===== config.mk =====
export PLATFORM = sky130hd
export DESIGN_NAME = biquad_cascade_lowpass_unit
export DESIGN_NICKNAME = d
export VERILOG_FILES = /design/src/bcl_pkg.sv /design/src/biquad_cascade_lowpass_unit.sv
export SDC_FILE = /design/constraint.sdc
export NUM_CORES = 2
export LEC_CHECK = 0
export ABC_AREA = 1
export ABC_CLOCK_PERIOD_IN_PS = 8700
export BUFFER_PORTS_ARGS = -buffer_cell sky130_fd_sc_hd__buf_4
export CAP_MARGIN = 10
export CORE_MARGIN = 4
export CORE_UTILIZATION = 30
export CTS_CLUSTER_DIAMETER = 60
export DETAILED_ROUTE_END_ITERATION = 10
export PLACE_DENSITY = 0.44
export SETUP_SLACK_MARGIN = 0.4
export SYNTH_ARGS = -nofsm -noshare
export SYNTH_HDL_FRONTEND = slang
export SYNTH_SLANG_ARGS = --single-unit
export TNS_END_PERCENT = 5

===== constraint.sdc =====
create_clock -name clk -period 8.7 [get_ports clk]
set_input_delay 0.435 -clock clk [delete_from_list [all_inputs] [get_ports clk]]
set_output_delay 0.435 -clock clk [all_outputs]
set_load 0.02 [all_outputs]

===== src/bcl_pkg.sv =====
// Shared constants, types and the microcode table of the biquad cascade low-pass unit.
package bcl_pkg;

	localparam int DEF_STAGES      = 3;
	localparam int DEF_SAMPLE_BITS = 24;
	localparam int DEF_COEF_BITS   = 20;

	localparam int NUM_REGS      = 5;
	localparam int REG_IDX_BITS  = 3;
	localparam int STEPS         = 6;
	localparam int STEP_BITS     = 3;
	localparam int ACC_GUARD     = 3;

	// Operand / coefficient select; the code doubles as the register index.
	typedef enum logic [REG_IDX_BITS-1:0] {
		SRC_X  = 3'd0,
		SRC_X1 = 3'd1,
		SRC_X2 = 3'd2,
		SRC_Y1 = 3'd3,
		SRC_Y2 = 3'd4
	} src_t;

	typedef enum logic [1:0] {
		ACC_HOLD,
		ACC_LOAD,
		ACC_ADD,
		ACC_SUB
	} acc_op_t;

	typedef struct packed {
		logic    mul_en;
		src_t    src;
		acc_op_t acc_op;
		logic    fin;
	} ucode_t;

	localparam logic [STEP_BITS-1:0] STEP_LAST = STEP_BITS'(STEPS - 1);

	// One control word per step of a section.
	function automatic ucode_t ucode(input logic [STEP_BITS-1:0] step);
		ucode_t w;
		w = '{mul_en: 1'b0, src: SRC_X, acc_op: ACC_HOLD, fin: 1'b0};
		unique case (step)
			3'd0: w = '{mul_en: 1'b1, src: SRC_X,  acc_op: ACC_HOLD, fin: 1'b0};
			3'd1: w = '{mul_en: 1'b1, src: SRC_X1, acc_op: ACC_LOAD, fin: 1'b0};
			3'd2: w = '{mul_en: 1'b1, src: SRC_X2, acc_op: ACC_ADD,  fin: 1'b0};
			3'd3: w = '{mul_en: 1'b1, src: SRC_Y1, acc_op: ACC_ADD,  fin: 1'b0};
			3'd4: w = '{mul_en: 1'b1, src: SRC_Y2, acc_op: ACC_SUB,  fin: 1'b0};
			3'd5: w = '{mul_en: 1'b0, src: SRC_X,  acc_op: ACC_SUB,  fin: 1'b1};
			default: w = '{mul_en: 1'b0, src: SRC_X, acc_op: ACC_HOLD, fin: 1'b0};
		endcase
		return w;
	endfunction

endpackage


===== src/biquad_cascade_lowpass_unit.sv =====
// Top level of the biquad cascade low-pass unit: sequencer, MAC datapath and registers.
//
// Usage:
//   Input channel (in_valid / in_ready / sample_in) takes one signed sample per
//   transaction; the output channel (out_valid / out_ready / sample_out) returns
//   one filtered, saturated sample per input, in order.
//   The cfg port (cfg_write / cfg_index / cfg_data) writes a coefficient register:
//   0 b0, 1 b1, 2 b2, 3 a1, 4 a2, STAGES fields of COEF_BITS each,
//   stage 0 in the low bits. Other indexes are dropped. Write only while idle.
// Sequencing:
//   One shared multiplier and accumulator run a six-step microprogram per
//   section and step through every section in turn from acceptance to out_valid;
//   in_ready stays low until the sequencer finishes and rises the cycle after,
//   so the unit takes no new sample while one is still running. The
//   multiply-accumulate loop through the single multiplier sets this pace.
// Reset: all delay lines clear to zero, b0 resets to 1.0 per stage and the other
//   coefficients to zero, so the unit passes samples through unchanged.
// Stall: the result register holds until taken; a new item may be accepted and
//   run meanwhile, and its final step waits while a full result register is not taken.
module biquad_cascade_lowpass_unit #(
	parameter int STAGES      = bcl_pkg::DEF_STAGES,
	parameter int SAMPLE_BITS = bcl_pkg::DEF_SAMPLE_BITS,
	parameter int COEF_BITS   = bcl_pkg::DEF_COEF_BITS
) (
	input  logic                                 clk,
	input  logic                                 arst_n,
	input  logic                                 cfg_write,
	input  logic [bcl_pkg::REG_IDX_BITS-1:0]     cfg_index,
	input  logic [STAGES*COEF_BITS-1:0]          cfg_data,
	input  logic                                 in_valid,
	output logic                                 in_ready,
	input  logic signed [SAMPLE_BITS-1:0]        sample_in,
	output logic                                 out_valid,
	input  logic                                 out_ready,
	output logic signed [SAMPLE_BITS-1:0]        sample_out
);

	localparam int CFG_BITS  = STAGES * COEF_BITS;
	localparam int STG_W     = (STAGES > 1) ? $clog2(STAGES) : 1;
	localparam int PROD_BITS = SAMPLE_BITS + COEF_BITS;
	localparam int ACC_BITS  = PROD_BITS + bcl_pkg::ACC_GUARD;
	localparam int FRAC      = COEF_BITS - 3;

	localparam logic [COEF_BITS-1:0] COEF_ONE = COEF_BITS'(1) << FRAC;
	localparam logic signed [ACC_BITS-1:0] ACC_HALF = ACC_BITS'(1) << (FRAC - 1);
	localparam logic signed [ACC_BITS-1:0] SAT_HI = (ACC_BITS'(1) << (SAMPLE_BITS - 1)) - 1;
	localparam logic signed [ACC_BITS-1:0] SAT_LO = -SAT_HI - 1;
	localparam logic [STG_W-1:0] STAGE_LAST = STG_W'(STAGES - 1);

	// Coefficient registers
	logic [CFG_BITS-1:0] coef_q [bcl_pkg::NUM_REGS];

	// Per-section delay lines
	logic signed [SAMPLE_BITS-1:0] x1_q [STAGES];
	logic signed [SAMPLE_BITS-1:0] x2_q [STAGES];
	logic signed [SAMPLE_BITS-1:0] y1_q [STAGES];
	logic signed [SAMPLE_BITS-1:0] y2_q [STAGES];

	// Sequencer and datapath
	logic                          busy_q;
	logic [bcl_pkg::STEP_BITS-1:0] step_q;
	logic [STG_W-1:0]              stage_q;
	logic signed [SAMPLE_BITS-1:0] x_q;
	logic signed [PROD_BITS-1:0]   prod_q;
	logic signed [ACC_BITS-1:0]    acc_q;
	logic                          out_valid_q;
	logic signed [SAMPLE_BITS-1:0] sample_out_q;

	bcl_pkg::ucode_t               uc;
	logic signed [SAMPLE_BITS-1:0] opnd;
	logic signed [COEF_BITS-1:0]   coef;
	logic signed [ACC_BITS-1:0]    prod_ext;
	logic signed [ACC_BITS-1:0]    sum;
	logic signed [ACC_BITS-1:0]    shifted;
	logic signed [SAMPLE_BITS-1:0] y;
	logic                          last_stage;
	logic                          stall;
	logic                          adv;
	logic                          in_acc;

	assign uc         = bcl_pkg::ucode(step_q);
	assign last_stage = (stage_q == STAGE_LAST);
	// Hold the last section's final step while the previous result is still waiting.
	assign stall      = uc.fin && last_stage && out_valid_q && !out_ready;
	assign adv        = busy_q && !stall;
	assign in_ready   = !busy_q;
	assign in_acc     = in_valid && in_ready;
	assign out_valid  = out_valid_q;
	assign sample_out = sample_out_q;

	// Operand and coefficient select for the current step
	always_comb begin
		case (uc.src)
			bcl_pkg::SRC_X1: opnd = x1_q[stage_q];
			bcl_pkg::SRC_X2: opnd = x2_q[stage_q];
			bcl_pkg::SRC_Y1: opnd = y1_q[stage_q];
			bcl_pkg::SRC_Y2: opnd = y2_q[stage_q];
			default:         opnd = x_q;
		endcase
		coef = coef_q[uc.src][stage_q*COEF_BITS +: COEF_BITS];
	end

	// Accumulate, round half up, saturate
	always_comb begin
		prod_ext = ACC_BITS'(prod_q);
		case (uc.acc_op)
			bcl_pkg::ACC_LOAD: sum = ACC_HALF + prod_ext;
			bcl_pkg::ACC_ADD:  sum = acc_q + prod_ext;
			bcl_pkg::ACC_SUB:  sum = acc_q - prod_ext;
			default:           sum = acc_q;
		endcase
		shifted = sum >>> FRAC;
		if (shifted > SAT_HI) begin
			y = SAT_HI[SAMPLE_BITS-1:0];
		end else if (shifted < SAT_LO) begin
			y = SAT_LO[SAMPLE_BITS-1:0];
		end else begin
			y = shifted[SAMPLE_BITS-1:0];
		end
	end

	// Coefficient register writes
	always_ff @(posedge clk or negedge arst_n) begin
		if (!arst_n) begin
			coef_q[0] <= {STAGES{COEF_ONE}};
			for (int r = 1; r < bcl_pkg::NUM_REGS; r++) begin
				coef_q[r] <= '0;
			end
		end else if (cfg_write && (cfg_index < bcl_pkg::REG_IDX_BITS'(bcl_pkg::NUM_REGS))) begin
			coef_q[cfg_index] <= cfg_data;
		end
	end

	// Sequencer, delay lines and result register
	always_ff @(posedge clk or negedge arst_n) begin
		if (!arst_n) begin
			busy_q      <= 1'b0;
			step_q      <= '0;
			stage_q     <= '0;
			out_valid_q <= 1'b0;
			for (int s = 0; s < STAGES; s++) begin
				x1_q[s] <= '0;
				x2_q[s] <= '0;
				y1_q[s] <= '0;
				y2_q[s] <= '0;
			end
		end else begin
			// Load a new result, else drop the one just taken.
			if (adv && uc.fin && last_stage) begin
				out_valid_q <= 1'b1;
			end else if (out_ready) begin
				out_valid_q <= 1'b0;
			end
			if (in_acc) begin
				busy_q  <= 1'b1;
				step_q  <= '0;
				stage_q <= '0;
			end else if (adv) begin
				if (uc.fin) begin
					// Close the section: shift delay lines, pass y on
					x1_q[stage_q] <= x_q;
					x2_q[stage_q] <= x1_q[stage_q];
					y1_q[stage_q] <= y;
					y2_q[stage_q] <= y1_q[stage_q];
					step_q        <= '0;
					if (last_stage) begin
						busy_q <= 1'b0;
					end else begin
						stage_q <= stage_q + STG_W'(1);
					end
				end else begin
					step_q <= step_q + bcl_pkg::STEP_BITS'(1);
				end
			end
		end
	end

	// Datapath registers (no reset needed)
	always_ff @(posedge clk) begin
		if (in_acc) begin
			x_q <= sample_in;
		end else if (adv) begin
			if (uc.mul_en) begin
				prod_q <= PROD_BITS'(opnd * coef);
			end
			acc_q <= sum;
			if (uc.fin) begin
				x_q <= y;
				if (last_stage) begin
					sample_out_q <= y;
				end
			end
		end
	end

endmodule


# Word level (Yosys, flattened, before mapping)
# Cells that the tools add are included.
totals:
  ff_bits: 734
  output_inout_bits: 26
  wordCells: 132
classes:
  n_addsub: 5
  n_mul: 2
  order_cmp: 8
  n_eq_ne: 14
  shifts: 1
  muxes: 45
  bitwise: 4
  n_reduce_logical: 27
op_table:
  columns: ["cell", "count"]
  rows:
  - ["$mux 24", 14]
  - ["$bwmux 300", 1]
  - ["$bwmux 72", 4]
  - ["$bmux 24 s2", 4]
  - ["$bmux 60 s3", 1]
  - ["$demux 60 s3", 1]
  - ["$mux 60", 3]
  - ["$pmux 47 s3", 1]
  - ["$pmux 24 s4", 1]
  - ["$shiftx 60x8->20", 1]
  - ["$demux 24 s2", 1]
  - ["$add 47x44->47", 1]
  - ["$sub 47x44->47", 1]
  - ["$add 18x44->45 const A", 1]
  - ["$mul 24x20->44", 1]
  - ["$pmux 7 s6", 1]
  - ["$gt 30x24->1 const B", 1]
  - ["$lt 30x24->1 const B", 1]
  - ["$reduce_and 3->1", 5]
  - ["$eq 3x2->1 const B", 4]
  - ["$logic_and 1x1->1", 10]
  - ["$eq 3x3->1 const B", 3]
  - ["$mux 3", 3]
  - ["$ge 4x4->1 const B", 2]
  - ["other kinds (22)", 40]

# Depth between registers and ports, before layout
logic_depth:
  ltp_word: 10
  ltp_mapped: 42
  mapped_depth_nobuf: 40

# Worst setup path after synthesis
# Ideal clock, no wire load.
synth_path:
  path_kind: "register -> register"
  start: "reg step_q[0] (netlist bit)"
  end: "reg prod_q[41] (data pin)"
  setup_ns: 0.259
  arrival_time_ns: 8.170
  required_ns: 8.441
  path_slack_ns: 0.271
  path_stages_with_launch: 34
  path_buffers: 2
  period_less_slack_ns: 8.429
  path_cell_list: "dfrtp_1 ha_1 ha_1 a21oi_2 inv_2 nand2_1 clkbuf_1 o21ai_0 o311ai_0 nand2_1 o22ai_1 buf_2 nand2_1 fa_1 fa_1 inv_1 fa_1 inv_1 fa_1 inv_1 fa_1 inv_1 fa_1 fa_1 inv_1 ha_1 a21oi_1 o21a_1 inv_1 a221oi_1 nand3_1 nand3_1 nand3_1 xor2_1"
synth_via:
  elab_chain_len: 8
synth_lines:
  columns: ["item", "line", "source"]
  rows:
  - ["start: declaration", "biquad_cascade_lowpass_unit.sv:61", "logic [bcl_pkg::STEP_BITS-1:0] step_q;"]
  - ["start signal: assignment", "biquad_cascade_lowpass_unit.sv:172", "step_q <= step_q + bcl_pkg::STEP_BITS'(1);"]
  - ["$eq 3x3->1, or another cell as far along", "bcl_pkg.sv:43", "unique case (step)"]
  - ["$pmux 7 s6 (*)", "bcl_pkg.sv:43", null]
  - ["$not 3->4 (implied by the code)", "biquad_cascade_lowpass_unit.sv:100", "coef = coef_q[uc.src][stage_q*COEF_BITS +: COEF_BITS];"]
  - ["$bmux 60 s3", "biquad_cascade_lowpass_unit.sv:100", null]
  - ["$mux 60 (implied by the code) (2 in series)", "biquad_cascade_lowpass_unit.sv:100", null]
  - ["$shiftx 60x8->20", "biquad_cascade_lowpass_unit.sv:100", null]
  - ["$mul 24x20->44 (*)", "biquad_cascade_lowpass_unit.sv:184", "prod_q <= PROD_BITS'(opnd * coef);"]
  - ["end signal: assignment", "biquad_cascade_lowpass_unit.sv:184", null]
  - ["end: declaration", "biquad_cascade_lowpass_unit.sv:64", "logic signed [PROD_BITS-1:0] prod_q;"]
# Mark *: on every way between the ends. The rest lies on a longest branch, timed or not. The select of a mux whose other input is x is not followed.
# A chain may end at the register's enable or synchronous reset.

# Final worst setup path
layout_path:
  start: "reg step_q[1] (netlist bit)"
  end: "reg prod_q[41] (data pin)"
# The elaborated chain is that of the path after synthesis.

==> flow_summary_export.csv <==
group,metric,value,unit
worst_setup_path,crit_start,"step_q[1]",
timing,finalHoldViolations,0,
timing,maxSlewHeadroom,26.9,%
layout,layout-drive-gt1-share,16.1,%
die,start_util,30.2,%
worst_setup_path,start_kind,"register",
worst_setup_path,worstReg2RegEnd,"prod_q[41]",
worst_setup_path,arrival,8.88,ns
die,rows,156,
worst_setup_path,worstSetupEndpointType,"register",
status,status,"completed",
routing,wl_per_cell,20.9,um
routing,vias_per_cell,4.83,
worst_setup_path,r2r-start,"step_q[1]",
timing,period_share,96.3,%
synthesis,ys_top_cells_by_count,"nand2_1 (1806), inv_1 (1044), o21ai_0 (775)",
timing,rsz0062_at_grt,"true",
timing,max_freq,119,MHz
clock_network,cts.sinks,734,
synthesis,ys.flop_type,"dfrtp_1",
die,dieArea,190000,um^2
timing,skew,0.0712,ns
die,die_w,436,um
synthesis,ys_ff_latch,734,
clock_network,htreeDepth,3,
synthesis,netlist_instances,6767,
worst_setup_path,cp_common_cell,"fa_1",
place,dp_hpwl,151000,um
layout,fillers,18800,
layout,num-nets-final,8025,
job,maxCapViolations,0,
global_routing,grt_first_pass_wirelength,307000,um
place,numPortBuffers,117,
synthesis,yosysTopAreaCellShare,27.0,%
worst_setup_path,critPathCapture,"prod_q[41]",
synthesis,synth.net_count,7524,
die,fp.dieH,436,um
worst_setup_path,ff2ff_path_depth,39,
worst_setup_path,max_stage_delay,0.61,ns
worst_setup_path,worst-r2r-setup-slack,0.32,ns
timing,setup_tns,0,ns
global_routing,grt_use_total,21.1,%
global_routing,grt_max_degree,142,
global_routing,grt.met3_usage,2.26,%
global_routing,grtUsageMet2,35.6,%
die,core_area,181000,um^2
global_routing,antenna_found_initial,3,
routing,drtIter0Drc,3506,
clock_network,cts_root_buf,"clkbuf_16",
timing,maxSlewViolCount,0,
synthesis,yosys.area.top_type,"dfrtp_1",
worst_setup_path,required,9.20,ns
routing,vias,46900,
min_path,hold_class,"primary input to register",
synthesis,ys_warn_count,0,
worst_setup_path,worstSetupPathType,"register to register",
die,io_pins,118,
routing,drt_pass1_iterations,6,
synthesis,synth_cell_types,67,
routing,ant_nets,0,
synthesis,synth.most_common_cell,"nand2_1",
clock_network,path_clk_slew,0.06,ns
global_routing,top_usage_layer,"met2",
place,routabilityCongestion,0.909,
global_routing,grt.overflow.total,0,
clock_network,clkLatencyLatePin,0.76,ns
worst_setup_path,crit_fanout,8,
clock_network,numCtsBuffers,93,
global_routing,grt_pass1_vias,47500,
synthesis,async_flop_share,81.1,%
synthesis,syn-cell-area,54800,um^2
routing,routed_wl,203000,um
worst_setup_path,cpMaxStageDelayCell,"fa_1",
clock_network,cts_tree,"done",
synthesis,yosysSeqAreaShare,34.8,%
timing,finalCriticalPeriod,8.38,ns
timing,setup_viol,0,
routing,drc,0,
synthesis,synth_edf_count,139,
timing,worst_pin_slew,1.08,ns
synthesis,synth.area.top_cells,"dfrtp_1 (27%), fa_1 (18%), nand2_1 (12%)",
synthesis,postSynthAreaPerCell,8.10,um^2
clock_network,cts_max_path_buffers,3,
global_routing,use_met1,28.9,%
layout,syn_to_final_growth,24.1,%
==> placed cells by master, fill, tap and decap left out, types with 35 or more instances in the layout <==
master / n
fa_1: 472
nor3_1: 35
nor2_1: 529
edfxtp_1: 139
clkbuf_16: 100
nand4_1: 43
inv_1: 1007
ha_1: 140
buf_12: 87
o22ai_1: 70
nand2_1: 1771
inv_2: 37
a21oi_1: 158
o21ai_0: 751
nand3_1: 104
dfrtp_1: 590
buf_4: 554
xor2_1: 86
==> layer usage <==
metal	up-vias	part of all wire (%)	wire [um]
li1	22200	-	-
met5	-	0	0
met4	0	3.0	6050
met3	250	4.1	8290
met2	1080	48	96900
met1	23400	45	92200
==> cell type report <==
type	instances	area, um^2	share of cell area (%)
clock buffer	135	2690	3.95
antenna	2	5.00	0.00736
tap	2370	2970	4.36
inverter	1069	4090	6.01
multi-input combinational	4643	31700	46.6
clock inverter	37	382	0.561
sequential	734	19100	28.0
timing repair buffer	727	7100	10.4
==> critical path, delay by kind of cell (launching register included) <==
family / cells / cell delay (ns)
adder cells (fa/ha/maj): 10 / 4.18
buffers and inverters: 14 / 1.83
AND/OR/NAND/NOR: 10 / 0.91
AO/OA/AOI/OAI: 4 / 0.61
flip-flops: 1 / 0.41
XOR/XNOR: 1 / 0.15
==> how the worst min path moves through the flow <==
stage	startpoint	endpoint	slack, ns	cells past startpoint
finish	cfg_data[39]	coef_q[159]	0.05	3
floorplan	arst_n	busy_q	0.14	0
global placement	y1_q[35]	y1_q[35]	0.45	2
detailed placement	y1_q[70]	y1_q[70]	0.46	2
global route	sample_in[3]	x_q[3]	0.03	3
CTS	cfg_data[39]	coef_q[159]	0.0002	3
==> cells by family (layout without fill, tap and decap cells) <==
group	count (synthesis)	after routing	synth area share [%]
flops	734	734	34.8
other cells	0	2	0
simple gates	2644	2645	19.3
fa+ha+maj	665	665	21.9
xor+xnor	114	114	1.82
compound gates	1219	1219	12.4
buf+inv	1391	1968	9.82
==> per-stage QoR <==
stage	setup WS, ns	instances	area (um^2)	hold WS (ns)	utilization, %
6_report	0.320	9717	68000	0.0477	37.5
4_1_cts	0.357	9670	66600	0.000186	36.7
3_5_place_dp	-0.246	9434	62200	0.460	34.3
3_3_place_gp	-0.207	9434	62200	0.454	34.3
2_1_floorplan	0.423	6767	54900	0.139	-
5_1_grt	0.00477	9715	68000	0.0289	37.5
==> registers in the layout, summed over array words and instances, names as in the netlist <==
name,count
stage_q,2
y2_q,72
x_q,24
x2_q,72
sample_out,24
step_q,3
busy_q,1
y1_q,72
acc_q,47
coef_q,300
prod_q,44
out_valid,1
x1_q,72
==> what timing repair did <==
action | 4_1_cts | 5_1_grt
setup buffers | 27 | 39
hold endpoints to repair | 166 | 0
endpoints found under the setup margin | 24 | 25
pin swaps | 34 | 151
hold buffers | 29 | 0
resized for setup | 133 | 230
cloned | 8 | 6
Power is not shown: default switching activity piles up to over one toggle a cycle in this logic, so the estimate is an artifact.
